[src/hw/rtl/bcta_pkg.sv]
// bcta_pkg: types, constants and trit-level bit functions of the ternary alu
// used by bcta_decode, bcta_stage, bcta_result, bcta_checker and binary_coded_ternary_alu
// no dependencies
`default_nettype none

package bcta_pkg;

  localparam int unsigned TRITS    = 32;
  localparam int unsigned WORD_W   = 64;
  localparam int unsigned OP_W     = 4;

  // low 2*TRITS bits of a 64-bit word
  localparam logic [WORD_W-1:0] WORD_MASK = {WORD_W{1'b1}} >> (WORD_W - 2 * TRITS);

  localparam logic [WORD_W-1:0] ODD_BITS  = 64'hAAAA_AAAA_AAAA_AAAA;
  localparam logic [WORD_W-1:0] EVEN_BITS = 64'h5555_5555_5555_5555;

  // carry chain: y loses one low trit per round, so TRITS rounds always finish
  localparam int unsigned ADD_ROUNDS       = TRITS;
  localparam int unsigned ROUNDS_PER_STAGE = 4;
  localparam int unsigned STAGES_PER_PHASE =
    (ADD_ROUNDS + ROUNDS_PER_STAGE - 1) / ROUNDS_PER_STAGE;
  localparam int unsigned ADD_STAGES       = 2 * STAGES_PER_PHASE;

  // ternary to binary folding, one fold in each of the first CONV_STEPS stages
  localparam int unsigned CONV_STEPS = 5;
  localparam int unsigned CONV_SEL_W = 3;
  localparam logic [31:0] CONV_MUL [CONV_STEPS] = '{
    32'(64'd4 - 64'd3),
    32'(64'd16 - 64'd9),
    32'(64'd256 - 64'd81),
    32'(64'd65536 - 64'd6561),
    32'(64'd4294967296 - 64'd43046721)
  };

  localparam int unsigned SHAMT_W = (TRITS > 1) ? $clog2(TRITS) : 1;

  localparam logic [WORD_W-1:0] CMP_LESS    = 64'd0;
  localparam logic [WORD_W-1:0] CMP_EQUAL   = 64'd1;
  localparam logic [WORD_W-1:0] CMP_GREATER = 64'd3;

  typedef enum logic [OP_W-1:0] {
    OP_ADD        = 4'd0,
    OP_SUB        = 4'd1,
    OP_NOT        = 4'd2,
    OP_XOR        = 4'd3,
    OP_SHL        = 4'd4,
    OP_SHR        = 4'd5,
    OP_CMP        = 4'd6,
    OP_IS_TRUE    = 4'd7,
    OP_IS_FALSE   = 4'd8,
    OP_IS_UNKNOWN = 4'd9,
    OP_TO_BINARY  = 4'd10
  } op_e;

  typedef struct packed {
    op_e               op;
    logic [WORD_W-1:0] x;     // running sum
    logic [WORD_W-1:0] y;     // running carry
    logic [WORD_W-1:0] lhs;   // shift source, or lhs for the second add of sub
    logic [WORD_W-1:0] conv;  // value being folded to binary
    logic [WORD_W-1:0] res;   // result of the ops computed in decode
  } item_t;

  function automatic logic [WORD_W-1:0] hi_lo_xor(logic [WORD_W-1:0] b);
    return ((b & ODD_BITS) >> 1) ^ b;
  endfunction

  function automatic logic [WORD_W-1:0] unknown_low(logic [WORD_W-1:0] b);
    return hi_lo_xor(b) & EVEN_BITS;
  endfunction

  function automatic logic [WORD_W-1:0] pred_unknown(logic [WORD_W-1:0] b);
    logic [WORD_W-1:0] u;
    u = unknown_low(b);
    return u | (u << 1);
  endfunction

  function automatic logic [WORD_W-1:0] pred_true(logic [WORD_W-1:0] b);
    logic [WORD_W-1:0] t;
    t = b & ODD_BITS;
    return t | (t >> 1);
  endfunction

  function automatic logic [WORD_W-1:0] pred_false(logic [WORD_W-1:0] b);
    logic [WORD_W-1:0] f;
    f = ~b & EVEN_BITS;
    return f | (f << 1);
  endfunction

  function automatic logic [WORD_W-1:0] pred_not_false(logic [WORD_W-1:0] b);
    logic [WORD_W-1:0] n;
    n = b & EVEN_BITS;
    return n | (n << 1);
  endfunction

  function automatic logic [WORD_W-1:0] trit_not(logic [WORD_W-1:0] b);
    logic [WORD_W-1:0] u;
    u = unknown_low(b);
    return (~b ^ (u << 1)) ^ u;
  endfunction

  function automatic logic [WORD_W-1:0] trit_xor(logic [WORD_W-1:0] l, logic [WORD_W-1:0] r);
    logic [WORD_W-1:0] both;
    logic [WORD_W-1:0] keep;
    both = (l & EVEN_BITS) & (r & EVEN_BITS);
    keep = ~(both | (both << 1));
    return ((l ^ r) & keep) | both;
  endfunction

  function automatic logic [WORD_W-1:0] trit_sum(logic [WORD_W-1:0] l, logic [WORD_W-1:0] r);
    logic [WORD_W-1:0] tt;
    logic [WORD_W-1:0] tt_low;
    logic [WORD_W-1:0] u_or;
    logic [WORD_W-1:0] ul;
    logic [WORD_W-1:0] ur;
    logic [WORD_W-1:0] tf;
    tt     = pred_true(l & r);
    tt_low = (tt & ODD_BITS) >> 1;
    u_or   = unknown_low(l | r);
    ul     = pred_unknown(l);
    ur     = pred_unknown(r);
    tf     = ((l ^ EVEN_BITS) ^ (r ^ EVEN_BITS)) & ~(ul | ur);
    return tt_low | u_or | tf | (ul & ur);
  endfunction

  function automatic logic [WORD_W-1:0] trit_carry(logic [WORD_W-1:0] l, logic [WORD_W-1:0] r);
    return pred_not_false(l & r) & pred_true(l | r) & EVEN_BITS;
  endfunction

  // one fold of the conversion: fields never overlap, so each product stays in place
  function automatic logic [WORD_W-1:0] conv_step(logic [WORD_W-1:0] a,
                                                 logic [CONV_SEL_W-1:0] sel);
    logic [WORD_W-1:0] p;
    p = '0;
    unique case (sel)
      3'd0: begin
        for (int j = 0; j < 16; j++) p[4*j +: 4] = 4'(a[4*j+2 +: 2]) * CONV_MUL[0][3:0];
      end
      3'd1: begin
        for (int j = 0; j < 8; j++) p[8*j +: 8] = 8'(a[8*j+4 +: 4]) * CONV_MUL[1][7:0];
      end
      3'd2: begin
        for (int j = 0; j < 4; j++) p[16*j +: 16] = 16'(a[16*j+8 +: 8]) * CONV_MUL[2][15:0];
      end
      3'd3: begin
        for (int j = 0; j < 2; j++) p[32*j +: 32] = 32'(a[32*j+16 +: 16]) * CONV_MUL[3];
      end
      3'd4: begin
        p = 64'(a[63:32]) * 64'(CONV_MUL[4]);
      end
      default: p = '0;
    endcase
    return a - p;
  endfunction

endpackage

`default_nettype wire

[src/hw/rtl/bcta_stage.sv]
// bcta_stage: one register stage of the carry chain, ROUNDS_PER_STAGE add rounds plus at
// most one conversion fold, picked by conv_sel_i; depends on bcta_pkg
`default_nettype none

module bcta_stage (
  input  wire logic                           clk_i,
  input  wire logic                           rst_ni,
  input  wire logic                           valid_i,
  output logic                                ready_o,
  input  wire bcta_pkg::item_t                item_i,
  input  wire logic                           load_i,
  input  wire logic [bcta_pkg::CONV_SEL_W-1:0] conv_sel_i,
  output logic                                valid_o,
  input  wire logic                           ready_i,
  output bcta_pkg::item_t                     item_o
);

  logic            valid_q;
  logic            en;
  bcta_pkg::item_t item_d;
  bcta_pkg::item_t item_q;

  assign en      = !valid_q || ready_i;
  assign ready_o = en;
  assign valid_o = valid_q;
  assign item_o  = item_q;

  always_comb begin
    logic [bcta_pkg::WORD_W-1:0] x;
    logic [bcta_pkg::WORD_W-1:0] y;
    logic [bcta_pkg::WORD_W-1:0] c;
    item_d = item_i;
    x      = item_i.x;
    y      = item_i.y;
    c      = '0;
    // start of the second add of a subtract: lhs plus the negated rhs
    if (load_i && (item_i.op == bcta_pkg::OP_SUB)) begin
      x = item_i.lhs;
      y = item_i.x;
    end
    for (int i = 0; i < bcta_pkg::ROUNDS_PER_STAGE; i++) begin
      // a round with no carry left would still disturb the invalid code
      if (y != '0) begin
        c = bcta_pkg::trit_carry(x, y);
        x = bcta_pkg::trit_sum(x, y) & bcta_pkg::WORD_MASK;
        y = (c << 2) & bcta_pkg::WORD_MASK;
      end
    end
    item_d.x    = x;
    item_d.y    = y;
    item_d.conv = bcta_pkg::conv_step(item_i.conv, conv_sel_i);
  end

  always_ff @(posedge clk_i or negedge rst_ni) begin
    if (!rst_ni) begin
      valid_q <= 1'b0;
    end else if (en) begin
      valid_q <= valid_i;
    end
  end

  always_ff @(posedge clk_i) begin
    if (en && valid_i) begin
      item_q <= item_d;
    end
  end

endmodule

`default_nettype wire

[config.mk]
export PLATFORM = sky130hd
export DESIGN_NAME = bcta_stage
export DESIGN_NICKNAME = d
export VERILOG_FILES = /design/src/hw/rtl/bcta_pkg.sv /design/src/hw/rtl/bcta_stage.sv
export SDC_FILE = /design/constraint.sdc
export NUM_CORES = 2
export LEC_CHECK = 0
export BUFFER_PORTS_ARGS = -buffer_cell sky130_fd_sc_hd__buf_2
export CAP_MARGIN = 20
export CELL_PAD_IN_SITES_DETAIL_PLACEMENT = 0
export CELL_PAD_IN_SITES_GLOBAL_PLACEMENT = 2
export CORE_UTILIZATION = 40
export DETAILED_ROUTE_END_ITERATION = 12
export PLACE_DENSITY_LB_ADDON = 0.1
export SETUP_SLACK_MARGIN = 0.3
export SYNTH_ARGS = -nofsm -noshare
export SYNTH_HDL_FRONTEND = slang
export SYNTH_SLANG_ARGS = --single-unit
[constraint.sdc]
create_clock -name clk_i -period 23.6 [get_ports clk_i]
set_input_delay 0 -clock clk_i [delete_from_list [all_inputs] [get_ports clk_i]]
set_output_delay 0 -clock clk_i [all_outputs]
set_load 0.01 [all_outputs]
==> out/metrics.csv <==
metric,value,unit
die-width,443,um
grt_use_met2,55.4,%
min_from,item_i[135],
fin_skew,0.0430,ns
grt_pass1_wl,437000,um
yosys_warnings,0,
synth_enable_flop_cells,324,
dpl-instance-area,83700,um^2
hold_violations,0,
finalSetupViolCount,0,
seq_area_frac_synth,12.5,%
path_class,in2reg,
syn_nets,11100,
post_synth_num_cell_types,124,
antenna_found_initial,10,
post_drt_wl_per_cell,25.1,um
clock-root-buffer,clkbuf_16,
slew_violations,0,
holdCritPathClass,in2reg,
nets,11800,
place.gp.congestion,0.960,
overflow,0,
cts_made_buffers,44,
synth_top_area_share,23.7,%
cts-htree-levels,2,
clock_latency,0.73,ns
cts_resized,0,
dp_hpwl,247000,um
numPortBuffers,657,
routed_wl,296000,um
coreArea,193000,um^2
cts_setup_buffers,0,
slowest_stage,buf_4,
initial_utilization,40.3,%
synth_common_cells,"inv_1, ha_1, fa_1",
synth_flop_cell,edfxtp_1,
final_core_util,45.1,%
reg2reg_from,valid_o$_DFFE_PN0N_,
syn2layout_area_growth,11.9,%
cts.sinks,325,
drive_above_1_share,10.5,%
antenna_left,0,
r2r_slack,19.46,ns
regToRegEndpoint,item_o[87]$_DFFE_PP_,
crit_path_start_kind,input port,
status,"complete, no violations",
final_cell_area,87100,um^2
max_stage_delay,0.77,ns
grt_max_degree,163,
grt_usage,29.9,%
holdPathEnd,item_o[135]$_DFFE_PP_,
yosysMostFrequentCell,inv_1,
clk_pin_slew,0.06,ns
use_met3,2.98,%
drc,0,
reg2reg_depth,5,
timing.final.crit_period,15.71,ns
period_share,66.6,%
rsz0062_at_grt,no,
grtUsageMet1,34.4,%
slew_headroom,20.6,%
fillers,19100,
clock_path_buffers,3,
critPathMostFrequentCell,buf_4,
die_h,443,um
busiest_layer,met2,
synth_area_per_cell,9.11,um^2
cp-end-kind,flop,
holdBufCountCts,204,
synth_cells,8542,
synth.area.top_cells,"ha_1, fa_1, edfxtp_1",
firstDrtPassIters,6,
synth.largest_area_cell,ha_1,
worstMarginPinSlew,1.18,ns
fin_tns_setup,0,ns
ioPinCount,658,
cap_violations,0,
vias,65400,
cp-startpoint,item_i[320],
cp.arrival,16.14,ns
worst-path-max-fanout,82,
cts_tree,done,
synth_area,77800,um^2
core.rowCount,161,
async_flop_share,0.308,%
fmaxAchievable,63.6,MHz
min_path_cells,2,
grt_pass1_vias,68500,
cp_data_required_time,24.02,ns
via_per_inst,5.53,
ys_seq_elements,325,
dieArea,196000,um^2
drtIter0Drc,4238,
## state kept, by name, indices dropped and copies added (netlist names)
name and cells:
item_o 324, valid_o 1
## cells by family after synthesis
| family | count (synthesis) | synth area share (%) |
|---|---|---|
| muxes | 190 | 2.56 |
| AOI/OAI and AO/OA | 1799 | 16.1 |
| and+or+nand+nor | 1687 | 11.6 |
| xor gates and xnor gates | 377 | 4.24 |
| adders and majority gates | 2241 | 43.4 |
| buffers and inverters | 1923 | 9.52 |
| DFF | 325 | 12.5 |
## metal layers
layer  share of wire (%)  wire length [um]  vias up
li1                    -                 -    30700
met1                  39            115000    32500
met2                  52            154000     1761
met3                 4.3             12600      451
met4                 5.0             14800        4
met5              0.0098                29        -
## through the flow
stage                     hold slack [ns]  instances  worst slack (ns)
after floorplan                    -0.296       8542             12.05
after global placement             -0.224      11500              8.32
after detailed placement           -0.224      11500              7.96
after CTS                        0.000967      11800              8.13
after global routing               0.0137      11800              6.88
final                              0.0346      11800              7.89
## layout make-up
cell class              instances  area [um^2]  area share, %
multi-input cells            6294        60800           69.8
flip-flops and latches        325         9750           11.2
inverters                    1680         6310           7.24
repair buffers                911         5720           6.56
well taps                    2526         3160           3.63
clock buffers                  53         1140           1.31
clock inverters                25          230          0.264
diodes                          7         17.5         0.0201
## worst max path at each step
| stage | endpoint | slack [ns] | cells after the start |
|---|---|---|---|
| final | item_o[307]$_DFFE_PP_ | 7.89 | 39 |
| after global routing | item_o[305]$_DFFE_PP_ | 6.88 | 39 |
| after CTS | item_o[307]$_DFFE_PP_ | 8.13 | 39 |
| after detailed placement | item_o[307]$_DFFE_PP_ | 7.96 | 38 |
| after global placement | item_o[307]$_DFFE_PP_ | 8.32 | 38 |
| after floorplan | item_o[312]$_DFFE_PP_ | 12.05 | 54 |
## placed cells by master (no fill, tap or decap), types with 86 or more instances in the layout
cell type         n
a21o_1          111
a21oi_1         417
buf_2           657
dlygate4sd3_1   204
edfxtp_1        324
fa_1            769
ha_1           1472
inv_1          1657
mux2i_1         152
nand2_1         324
nand2b_1        119
nand3_1         163
nand3b_1        102
nand4_1          86
nor2_1          346
nor2b_1         100
o21ai_0         442
xnor2_1         154
xor2_1          223
## critical path: cells and delay by family
| kind | cells | cell delay [ns] |
|---|---|---|
| adder cells (fa/ha/maj) | 4 | 1.25 |
| AND/OR/NAND/NOR | 19 | 7.41 |
| multiplexers | 2 | 0.59 |
| AO/OA/AOI/OAI | 4 | 1.59 |
| buffers and inverters | 10 | 4.94 |
Power is not shown: default switching activity piles up to over one toggle a cycle in this logic, so the estimate is an artifact.
