--- config.mk ---
export PLATFORM = sky130hd
export DESIGN_NAME = bcta_decode
export DESIGN_NICKNAME = d
export VERILOG_FILES = /design/src/hw/rtl/bcta_pkg.sv /design/src/hw/rtl/bcta_decode.sv
export SDC_FILE = /design/constraint.sdc
export NUM_CORES = 1
export LEC_CHECK = 0
export BUFFER_PORTS_ARGS = -buffer_cell sky130_fd_sc_hd__buf_2
export CAP_MARGIN = 25
export CELL_PAD_IN_SITES_DETAIL_PLACEMENT = 1
export CELL_PAD_IN_SITES_GLOBAL_PLACEMENT = 2
export CORE_MARGIN = 1
export CORE_UTILIZATION = 35
export CTS_CLUSTER_DIAMETER = 80
export DETAILED_ROUTE_END_ITERATION = 10
export PLACE_DENSITY_LB_ADDON = 0.1
export SYNTH_ARGS = -nofsm -noshare
export SYNTH_HDL_FRONTEND = slang
export SYNTH_SLANG_ARGS = --single-unit
--- constraint.sdc ---
create_clock -name clk_i -period 13.5 [get_ports clk_i]
set_input_delay 1.35 -clock clk_i [delete_from_list [all_inputs] [get_ports clk_i]]
set_output_delay 1.35 -clock clk_i [all_outputs]
set_load 0.1 [all_outputs]
--- src/hw/rtl/bcta_pkg.sv ---
// bcta_pkg: types, constants and trit-level bit functions of the ternary alu
// used by bcta_decode, bcta_stage, bcta_result, bcta_checker and binary_coded_ternary_alu
// no dependencies
`default_nettype none

package bcta_pkg;

  localparam int unsigned TRITS    = 32;
  localparam int unsigned WORD_W   = 64;
  localparam int unsigned OP_W     = 4;

  // low 2*TRITS bits of a 64-bit word
  localparam logic [WORD_W-1:0] WORD_MASK = {WORD_W{1'b1}} >> (WORD_W - 2 * TRITS);

  localparam logic [WORD_W-1:0] ODD_BITS  = 64'hAAAA_AAAA_AAAA_AAAA;
  localparam logic [WORD_W-1:0] EVEN_BITS = 64'h5555_5555_5555_5555;

  // carry chain: y loses one low trit per round, so TRITS rounds always finish
  localparam int unsigned ADD_ROUNDS       = TRITS;
  localparam int unsigned ROUNDS_PER_STAGE = 4;
  localparam int unsigned STAGES_PER_PHASE =
    (ADD_ROUNDS + ROUNDS_PER_STAGE - 1) / ROUNDS_PER_STAGE;
  localparam int unsigned ADD_STAGES       = 2 * STAGES_PER_PHASE;

  // ternary to binary folding, one fold in each of the first CONV_STEPS stages
  localparam int unsigned CONV_STEPS = 5;
  localparam int unsigned CONV_SEL_W = 3;
  localparam logic [31:0] CONV_MUL [CONV_STEPS] = '{
    32'(64'd4 - 64'd3),
    32'(64'd16 - 64'd9),
    32'(64'd256 - 64'd81),
    32'(64'd65536 - 64'd6561),
    32'(64'd4294967296 - 64'd43046721)
  };

  localparam int unsigned SHAMT_W = (TRITS > 1) ? $clog2(TRITS) : 1;

  localparam logic [WORD_W-1:0] CMP_LESS    = 64'd0;
  localparam logic [WORD_W-1:0] CMP_EQUAL   = 64'd1;
  localparam logic [WORD_W-1:0] CMP_GREATER = 64'd3;

  typedef enum logic [OP_W-1:0] {
    OP_ADD        = 4'd0,
    OP_SUB        = 4'd1,
    OP_NOT        = 4'd2,
    OP_XOR        = 4'd3,
    OP_SHL        = 4'd4,
    OP_SHR        = 4'd5,
    OP_CMP        = 4'd6,
    OP_IS_TRUE    = 4'd7,
    OP_IS_FALSE   = 4'd8,
    OP_IS_UNKNOWN = 4'd9,
    OP_TO_BINARY  = 4'd10
  } op_e;

  typedef struct packed {
    op_e               op;
    logic [WORD_W-1:0] x;     // running sum
    logic [WORD_W-1:0] y;     // running carry
    logic [WORD_W-1:0] lhs;   // shift source, or lhs for the second add of sub
    logic [WORD_W-1:0] conv;  // value being folded to binary
    logic [WORD_W-1:0] res;   // result of the ops computed in decode
  } item_t;

  function automatic logic [WORD_W-1:0] hi_lo_xor(logic [WORD_W-1:0] b);
    return ((b & ODD_BITS) >> 1) ^ b;
  endfunction

  function automatic logic [WORD_W-1:0] unknown_low(logic [WORD_W-1:0] b);
    return hi_lo_xor(b) & EVEN_BITS;
  endfunction

  function automatic logic [WORD_W-1:0] pred_unknown(logic [WORD_W-1:0] b);
    logic [WORD_W-1:0] u;
    u = unknown_low(b);
    return u | (u << 1);
  endfunction

  function automatic logic [WORD_W-1:0] pred_true(logic [WORD_W-1:0] b);
    logic [WORD_W-1:0] t;
    t = b & ODD_BITS;
    return t | (t >> 1);
  endfunction

  function automatic logic [WORD_W-1:0] pred_false(logic [WORD_W-1:0] b);
    logic [WORD_W-1:0] f;
    f = ~b & EVEN_BITS;
    return f | (f << 1);
  endfunction

  function automatic logic [WORD_W-1:0] pred_not_false(logic [WORD_W-1:0] b);
    logic [WORD_W-1:0] n;
    n = b & EVEN_BITS;
    return n | (n << 1);
  endfunction

  function automatic logic [WORD_W-1:0] trit_not(logic [WORD_W-1:0] b);
    logic [WORD_W-1:0] u;
    u = unknown_low(b);
    return (~b ^ (u << 1)) ^ u;
  endfunction

  function automatic logic [WORD_W-1:0] trit_xor(logic [WORD_W-1:0] l, logic [WORD_W-1:0] r);
    logic [WORD_W-1:0] both;
    logic [WORD_W-1:0] keep;
    both = (l & EVEN_BITS) & (r & EVEN_BITS);
    keep = ~(both | (both << 1));
    return ((l ^ r) & keep) | both;
  endfunction

  function automatic logic [WORD_W-1:0] trit_sum(logic [WORD_W-1:0] l, logic [WORD_W-1:0] r);
    logic [WORD_W-1:0] tt;
    logic [WORD_W-1:0] tt_low;
    logic [WORD_W-1:0] u_or;
    logic [WORD_W-1:0] ul;
    logic [WORD_W-1:0] ur;
    logic [WORD_W-1:0] tf;
    tt     = pred_true(l & r);
    tt_low = (tt & ODD_BITS) >> 1;
    u_or   = unknown_low(l | r);
    ul     = pred_unknown(l);
    ur     = pred_unknown(r);
    tf     = ((l ^ EVEN_BITS) ^ (r ^ EVEN_BITS)) & ~(ul | ur);
    return tt_low | u_or | tf | (ul & ur);
  endfunction

  function automatic logic [WORD_W-1:0] trit_carry(logic [WORD_W-1:0] l, logic [WORD_W-1:0] r);
    return pred_not_false(l & r) & pred_true(l | r) & EVEN_BITS;
  endfunction

  // one fold of the conversion: fields never overlap, so each product stays in place
  function automatic logic [WORD_W-1:0] conv_step(logic [WORD_W-1:0] a,
                                                 logic [CONV_SEL_W-1:0] sel);
    logic [WORD_W-1:0] p;
    p = '0;
    unique case (sel)
      3'd0: begin
        for (int j = 0; j < 16; j++) p[4*j +: 4] = 4'(a[4*j+2 +: 2]) * CONV_MUL[0][3:0];
      end
      3'd1: begin
        for (int j = 0; j < 8; j++) p[8*j +: 8] = 8'(a[8*j+4 +: 4]) * CONV_MUL[1][7:0];
      end
      3'd2: begin
        for (int j = 0; j < 4; j++) p[16*j +: 16] = 16'(a[16*j+8 +: 8]) * CONV_MUL[2][15:0];
      end
      3'd3: begin
        for (int j = 0; j < 2; j++) p[32*j +: 32] = 32'(a[32*j+16 +: 16]) * CONV_MUL[3];
      end
      3'd4: begin
        p = 64'(a[63:32]) * 64'(CONV_MUL[4]);
      end
      default: p = '0;
    endcase
    return a - p;
  endfunction

endpackage

`default_nettype wire

--- src/hw/rtl/bcta_decode.sv ---
// bcta_decode: input register stage, ops computed in decode and set-up of the add chain
// depends on bcta_pkg
`default_nettype none

module bcta_decode (
  input  wire logic                       clk_i,
  input  wire logic                       rst_ni,
  input  wire logic                       valid_i,
  output logic                            ready_o,
  input  wire logic [bcta_pkg::OP_W-1:0]   operation_i,
  input  wire logic [bcta_pkg::WORD_W-1:0] lhs_operand_i,
  input  wire logic [bcta_pkg::WORD_W-1:0] rhs_operand_i,
  input  wire logic [bcta_pkg::WORD_W-1:0] shift_mask_i,
  output logic                            valid_o,
  input  wire logic                       ready_i,
  output bcta_pkg::item_t                 item_o
);

  logic                      valid_q;
  logic                      en;
  bcta_pkg::item_t           item_d;
  bcta_pkg::item_t           item_q;
  logic [bcta_pkg::WORD_W-1:0] l;
  logic [bcta_pkg::WORD_W-1:0] r;

  assign en      = !valid_q || ready_i;
  assign ready_o = en;
  assign valid_o = valid_q;
  assign item_o  = item_q;

  assign l = lhs_operand_i & bcta_pkg::WORD_MASK;
  assign r = rhs_operand_i & bcta_pkg::WORD_MASK;

  always_comb begin
    item_d      = '0;
    item_d.op   = bcta_pkg::op_e'(operation_i);
    item_d.lhs  = l;
    item_d.conv = bcta_pkg::hi_lo_xor((item_d.op == bcta_pkg::OP_TO_BINARY) ? l : r);
    unique case (item_d.op)
      bcta_pkg::OP_ADD: begin
        item_d.x = l;
        item_d.y = r;
      end
      bcta_pkg::OP_SUB: begin
        // first add: complement of rhs plus one
        item_d.x = bcta_pkg::trit_not(r) & bcta_pkg::WORD_MASK;
        item_d.y = bcta_pkg::WORD_W'(1);
      end
      bcta_pkg::OP_NOT: item_d.res = bcta_pkg::trit_not(l) & bcta_pkg::WORD_MASK;
      bcta_pkg::OP_XOR: item_d.res = bcta_pkg::trit_xor(l, r) & bcta_pkg::WORD_MASK;
      bcta_pkg::OP_SHR: item_d.lhs = l & shift_mask_i;
      bcta_pkg::OP_CMP: begin
        if (l < r) begin
          item_d.res = bcta_pkg::CMP_LESS;
        end else if (l > r) begin
          item_d.res = bcta_pkg::CMP_GREATER;
        end else begin
          item_d.res = bcta_pkg::CMP_EQUAL;
        end
      end
      bcta_pkg::OP_IS_TRUE:    item_d.res = bcta_pkg::pred_true(l) & bcta_pkg::WORD_MASK;
      bcta_pkg::OP_IS_FALSE:   item_d.res = bcta_pkg::pred_false(l) & bcta_pkg::WORD_MASK;
      bcta_pkg::OP_IS_UNKNOWN: item_d.res = bcta_pkg::pred_unknown(l) & bcta_pkg::WORD_MASK;
      default: item_d.res = '0;
    endcase
  end

  always_ff @(posedge clk_i or negedge rst_ni) begin
    if (!rst_ni) begin
      valid_q <= 1'b0;
    end else if (en) begin
      valid_q <= valid_i;
    end
  end

  always_ff @(posedge clk_i) begin
    if (en && valid_i) begin
      item_q <= item_d;
    end
  end

endmodule

`default_nettype wire

==> results of run 1 <==
==> state kept, by name, summed over array words and instances (netlist names) <==
signal,count
valid_o,1
item_o,324
==> cell families (layout without fill, tap and decap cells) <==
logic type	Yosys count	after routing	synth area share, %
AOI/OAI and AO/OA	325	325	12.9
xor gates and xnor gates	57	57	3.03
adders and majority gates	128	128	9.72
buffers and inverters	164	701	3.82
DFF	325	325	59.2
other	0	4	0
and+or+nand+nor	386	386	11.3
==> worst max-delay path by stage <==
stage | slack [ps] | cells past startpoint | from | end
6_report | 8880 | 6 | ready_i | item_o[237]
5_1_grt | 8600 | 6 | ready_i | item_o[301]
4_1_cts | 8860 | 6 | ready_i | item_o[299]
3_5_place_dp | 8250 | 6 | ready_i | item_o[178]
3_3_place_gp | 8370 | 6 | ready_i | item_o[182]
2_1_floorplan | 3200 | 2 | ready_i | item_o[0]
==> cell type report <==
type / instances / area, µm² / area share [%]
flip-flops and latches: 325 / 9750 / 46.4
multi-input cells: 896 / 6150 / 29.2
repair buffers: 537 / 2750 / 13.1
clock buffers: 53 / 1070 / 5.09
well taps: 607 / 759 / 3.61
inverters: 98 / 368 / 1.75
clock inverters: 13 / 165 / 0.785
diodes: 4 / 10.0 / 0.0476
==> critical path, stage by stage <==
cell	delay, ps
buf_2	80
nand2b_1	140
and2_4	740
buf_4	760
buf_4	840
buf_4	730
==> power by group through the flow <==
stage	clock (mW)	combinational, mW	sequential [mW]
after floorplan	0	0.139	1.65
after global placement	0	0.724	1.22
after detailed placement	0	0.731	1.22
after CTS	1.07	0.732	1.20
after global routing	1.11	0.762	1.20
final	1.05	0.726	1.20
==> synthesized netlist by cell type, types with 2 or more instances <==
| master | number |
|---|---|
| o21bai_1 | 6 |
| o21ai_0 | 116 |
| nand3b_1 | 7 |
| nor2b_1 | 32 |
| nand4_1 | 3 |
| nand3_1 | 3 |
| and2_1 | 64 |
| o221ai_1 | 31 |
| o21ai_1 | 3 |
| a21o_1 | 3 |
| xnor2_1 | 57 |
| buf_2 | 11 |
| nor4bb_1 | 2 |
| nand2b_1 | 6 |
| o32a_1 | 31 |
| a221o_1 | 2 |
| a21oi_1 | 58 |
| clkbuf_1 | 53 |
| nand4bb_1 | 2 |
| nand2_1 | 141 |
| o21a_1 | 34 |
| inv_1 | 98 |
| a22oi_1 | 31 |
| and4bb_1 | 2 |
| nor3_1 | 4 |
| edfxtp_1 | 324 |
| buf_1 | 2 |
| nor2_1 | 109 |
| ha_1 | 128 |
| a211oi_1 | 3 |
| and3_1 | 2 |
==> stage by stage <==
step	instance area [µm²]	std cells	setup WS [ps]
3_5_place_dp	19800	2462	8250
4_1_cts	21000	2528	8860
2_1_floorplan	16500	1385	3200
5_1_grt	21000	2532	8600
3_3_place_gp	19700	2461	8370
6_report	21000	2533	8880
==> layer usage <==
metal  share of wire (%)  vias to the layer above  global-route usage (%)
li1                    -                     6005                       -
met1                  41                     6259                    27.7
met2                  50                      350                    39.6
met3                 6.5                       82                    6.35
met4                 2.5                        8                    6.99
met5               0.089                        -                       0
==> run_results.csv, run 1 <==
group,metric,value,unit
final_layout,final_util,45.3,%
power,swShare,34.8,%
drt,drtPass1Iterations,6,
power,switching_power,1.03,mW
drt,vias_per_cell,5.02,
logic_synthesis,synth_edf_count,324,
clock_tree,cts_buffers,38,
logic_synthesis,yosysTopAreaCell,"edfxtp_1",
worst_setup_path,required,13680,ps
worst_setup_path,worstSetupEndpointType,"register",
power,p_leak,9.04,nW
clock_tree,cts_hold_buf,0,
power,ir_drop,102,µV
die,die_h,219,µm
worst_setup_path,cp_max_fo,69,
drt,antenna_left,0,
die,die_w,219,µm
timing,hold_viol_final,0,
worst_setup_path,crit_arrival,4800,ps
power,pwr-share-comb,24.4,%
logic_synthesis,seq_area_frac_synth,59.2,%
final_layout,final_cell_mix,"525 x buf_2, 324 x edfxtp_1, 138 x nand2_1",
power,pwr-share-seq,40.4,%
clock_tree,clkSinkCount,325,
logic_synthesis,synth_top_area_share,59.1,%
power,power_density,141,nW/µm²
drt,drc,0,
logic_synthesis,synthCells,1385,
hold_path,hp-class,"in -> async",
die,core-area,46500,µm²
placement,place_congestion,0.795,
die,num_rows,79,
clock_tree,cts_resized,0,
clock_tree,clk_latency,560,ps
timing,worst_slew_margin_rel,31.0,%
logic_synthesis,synthesis.nets,1713,
placement,hpwl,39700,µm
final_layout,fin_nets,2224,
global_routing,grt_pass1_vias,13400,
logic_synthesis,synthArstFlopShare,0.308,%
worst_setup_path,rrSetupSlack,9410,ps
worst_setup_path,start_kind,"primary input",
global_routing,grt_pass1_wl,82600,µm
final_layout,syn_to_final_growth,27.6,%
flow_run,cap_violations,0,
timing,worstMarginPinSlew,1030,ps
power,total_power,2.97,mW
timing,post-route-period-util,34.2,%
timing,whs,556,ps
timing,fin_skew,9.56,ps
timing,fin_crit,4620,ps
logic_synthesis,yosys_warnings,0,
global_routing,grt_max_degree,93,
worst_setup_path,ff2ff_path_depth,5,
logic_synthesis,ys_ff_latch,325,
clock_tree,cts_max_level,2,
power,intPower,1.94,mW
logic_synthesis,netlist_area,16500,µm²
final_layout,mostFrequentLayoutCell,"buf_2",
drt,routed_wl,56100,µm
die,start_util,35.5,%
drt,wl_per_cell,22.1,µm
clock_tree,cts_setup_buffers,0,
timing,fmaxAchievable,0.216,GHz
clock_tree,cts_tree,"yes",
power,clkPwrFrac,35.2,%
final_layout,fillerInstances,5153,
die,die_area,47900,µm²
outcome,outcome,"complete, no violations",
placement,port_buffers,525,
timing,rsz0062_at_grt,"false",
timing,slew_violations,0,
logic_synthesis,synthDistinctLibCells,48,
logic_synthesis,synth_ff_type,"edfxtp_1",
drt,drt-initial-drc-count,668,
global_routing,track_usage,23.0,%
timing,setup_viol,0,
die,ioPinCount,526,
timing,setup_tns,0,ps
worst_setup_path,crit_type,"in -> reg",
logic_synthesis,synthTopCellsByArea,"edfxtp_1 59%, ha_1 9.7%, o21ai_0 3.5%, nand2_1 3.2%, xnor2_1 3.0%",
global_routing,overflow,0,
worst_setup_path,r2r-end,"item_o[237]",
clock_tree,cts_root_buf,"clkbuf_16",
worst_setup_path,timing.rr.start,"valid_o",
clock_tree,path_clk_slew,60,ps
drt,vias,12700,
clock_tree,clock_path_buffers,3,
logic_synthesis,syn_area_per_cell,11.9,µm²
final_layout,drive_gt1_share,31.4,%
global_routing,antenna_found_initial,7,
Note: power is estimated with default switching activity, not from simulation.
==> run 2: changes to the inputs <==
--- a/config.mk
+++ b/config.mk
@@ -5,12 +5,13 @@
 export SDC_FILE = /design/constraint.sdc
 export NUM_CORES = 1
 export LEC_CHECK = 0
+export ABC_AREA = 1
 export BUFFER_PORTS_ARGS = -buffer_cell sky130_fd_sc_hd__buf_2
 export CAP_MARGIN = 25
 export CELL_PAD_IN_SITES_DETAIL_PLACEMENT = 1
 export CELL_PAD_IN_SITES_GLOBAL_PLACEMENT = 2
 export CORE_MARGIN = 1
-export CORE_UTILIZATION = 35
+export CORE_UTILIZATION = 29
 export CTS_CLUSTER_DIAMETER = 80
 export DETAILED_ROUTE_END_ITERATION = 10
 export PLACE_DENSITY_LB_ADDON = 0.1
==> constraint.sdc (replaced) <==
create_clock -name clk_i -period 3.9 [get_ports clk_i]
set_input_delay 0.39 -clock clk_i [delete_from_list [all_inputs] [get_ports clk_i]]
set_output_delay 0.39 -clock clk_i [all_outputs]
set_load 0.1 [all_outputs]
==> run 2 against run 1 <==
Synthesized cell count is 9.0% higher; clock power rose to 3.5 times the previous value; flip-flop and latch count stayed put; routed wire length increased by 17%; setup slack worse by 7300 ps; clock skew up 1.9 ps; area after synthesis grew 0.64%; first-iteration DRC count grew 3.3%; critical path depth rose by 1; critical endpoint is now item_o[88].
==> run_results.csv, run 2 <==
group,metric,value,unit
global_routing,grt_max_degree,129,
final_layout,final_util,38.0,%
timing,worst_slew_margin_rel,37.5,%
global_routing,grt_pass1_vias,14300,
final_layout,fin_nets,2360,
worst_setup_path,cp_max_fo,128,
logic_synthesis,synthesis.nets,1837,
die,die_h,241,µm
clock_tree,cts_buffers,41,
die,die_area,58100,µm²
worst_setup_path,crit_type,"in -> reg",
logic_synthesis,syn_area_per_cell,11.0,µm²
power,p_leak,9.80,nW
clock_tree,clock_path_buffers,3,
timing,fmaxAchievable,0.438,GHz
logic_synthesis,yosysTopAreaCell,"edfxtp_1",
drt,vias_per_cell,4.91,
die,num_rows,87,
die,core-area,56400,µm²
final_layout,drive_gt1_share,31.0,%
final_layout,final_cell_mix,"525 x buf_2, 324 x edfxtp_1, 233 x inv_1",
final_layout,mostFrequentLayoutCell,"buf_2",
logic_synthesis,yosys_warnings,0,
drt,antenna_left,0,
outcome,outcome,"complete, no violations",
worst_setup_path,max_stage_delay,560,ps
clock_tree,path_clk_slew,60,ps
timing,rsz0062_at_grt,"false",
die,ioPinCount,526,
clock_tree,cts_tree,"yes",
logic_synthesis,synth_most_common_cell,"edfxtp_1",
drt,drtPass1Iterations,5,
final_layout,largest_reg_flops,324,
clock_tree,clkSinkCount,325,
clock_tree,cts_max_level,2,
logic_synthesis,synthCells,1509,
worst_setup_path,crit_arrival,2580,ps
worst_setup_path,path_buf_inv,3,
drt,drc,0,
power,ir_drop,341,µV
timing,slew_violations,0,
timing,fin_crit,2280,ps
worst_setup_path,crit_path_cell_trace,"buf_2, inv_4, nand2_2, inv_2, nand2_8, o21ai_0, xnor2_1",
global_routing,overflow,0,
timing,setup_ws,1620,ps
logic_synthesis,synth_top_area_share,58.7,%
worst_setup_path,crit_family,"buffers and inverters",
worst_setup_path,worstSetupEndpointType,"register",
logic_synthesis,synthArstFlopShare,0.308,%
drt,drt-initial-drc-count,690,
logic_synthesis,synthTopCellsByCount,"324 x edfxtp_1, 233 x inv_1, 141 x nand2_1, 136 x nor2_1, 128 x ha_1",
logic_synthesis,synthDistinctLibCells,36,
logic_synthesis,synthTopCellsByArea,"edfxtp_1 59%, ha_1 9.7%, inv_1 5.3%, nand2_1 3.2%, nor2_1 3.1%",
timing,fin_skew,11.5,ps
logic_synthesis,ys_ff_latch,325,
global_routing,antenna_found_initial,5,
clock_tree,cts_root_buf,"clkbuf_16",
flow_run,cap_violations,0,
power,power_density,488,nW/µm²
timing,hold_viol_final,0,
placement,place_congestion,0.825,
drt,vias,13800,
die,die_w,241,µm
clock_tree,cts_setup_buffers,0,
placement,port_buffers,525,
final_layout,syn_to_final_growth,29.1,%
global_routing,track_usage,22.0,%
logic_synthesis,seq_area_frac_synth,58.8,%
timing,post-route-period-util,58.5,%
placement,hpwl,47500,µm
global_routing,grt_pass1_wl,94300,µm
drt,wl_per_cell,23.3,µm
hold_path,hp-class,"in -> reg",
drt,routed_wl,65600,µm
clock_tree,cts_hold_buf,1,
timing,setup_viol,0,
worst_setup_path,start_kind,"primary input",
logic_synthesis,synth_ff_type,"edfxtp_1",
worst_setup_path,crit_slowest_cell,"nand2_8",
logic_synthesis,synth_edf_count,324,
die,start_util,29.4,%
clock_tree,clk_latency,560,ps
timing,worstMarginPinSlew,937,ps
clock_tree,cts_resized,0,
worst_setup_path,required,4200,ps
placement,place_ws,1020,ps
logic_synthesis,netlist_area,16600,µm²
## run 2: cell types whose count changed after synthesis, sizes merged, moves of 32 or more
| cell | previous run | this run |
|---|---|---|
| o21a | 34 | 0 |
| inv | 98 | 235 |
| nor2b | 32 | 0 |
| nand3 | 3 | 73 |
| and2 | 64 | 0 |
| o22ai | 1 | 64 |
## run 2: kinds of logic after synthesis
family	synth area share (%)
buffers and inverters	7.29
flip-flops	58.8
AND/OR/NAND/NOR	9.07
adder cells (fa/ha/maj)	9.66
AO/OA/AOI/OAI	13.5
XOR/XNOR	1.69
## run 2: per-layer routing
layer | track usage (%) | up-vias | wire [µm] | share of wire [%]
met1 | 28.3 | 6900 | 27700 | 42
met4 | 6.64 | 2 | 1530 | 2.3
met2 | 36.7 | 438 | 31800 | 48
met3 | 5.00 | 92 | 4530 | 6.9
li1 | - | 6403 | - | -
met5 | 0 | - | 12 | 0.018
## run 2: final cells by class
class	instances	area, µm²
Clock inverter	17	179
Multi-Input combinational cell	880	5690
Clock buffer	53	1070
Antenna cell	5	12.5
Inverter	235	885
Sequential cell	325	9760
Fill cell	6435	35000
Tap cell	756	946
Timing Repair Buffer	549	2870
## run 2: through the flow
stage | cell area, µm² | hold WS [ps] | cells | power [mW] | TNS (ps)
floorplan | 16600 | 94.4 | 1509 | 6.21 | -863810
global placement | 20100 | 166 | 2744 | 6.82 | 0
detailed placement | 20100 | 168 | 2744 | 6.84 | 0
CTS | 21400 | 35.1 | 2815 | 10.6 | 0
global route | 21400 | 73.6 | 2818 | 10.8 | 0
finish | 21400 | 74.3 | 2820 | 10.4 | 0
## run 2: worst paths after layout
check	depth (start not counted)	end	slack (ps)	from
worst min register to register	2	valid_o	600	valid_o
worst max register to register	2	item_o[208]	1860	valid_o
worst max-delay path	7	item_o[88]	1620	operation_i[0]
min in group asynchronous	2	valid_o	150	rst_ni
max in group asynchronous	2	valid_o	3660	rst_ni
worst min-delay path	3	valid_o	70	valid_i
## run 2: worst reg2reg max path, stage by stage, from the launching register on
cell	delay [ps]
dfrtp_4	490
a21oi_4	550
buf_4	600
## run 2: where the power goes
part	internal, mW	switching (mW)
registers	4.10	0.0640
logic	0.422	2.16
clock network	2.19	1.51
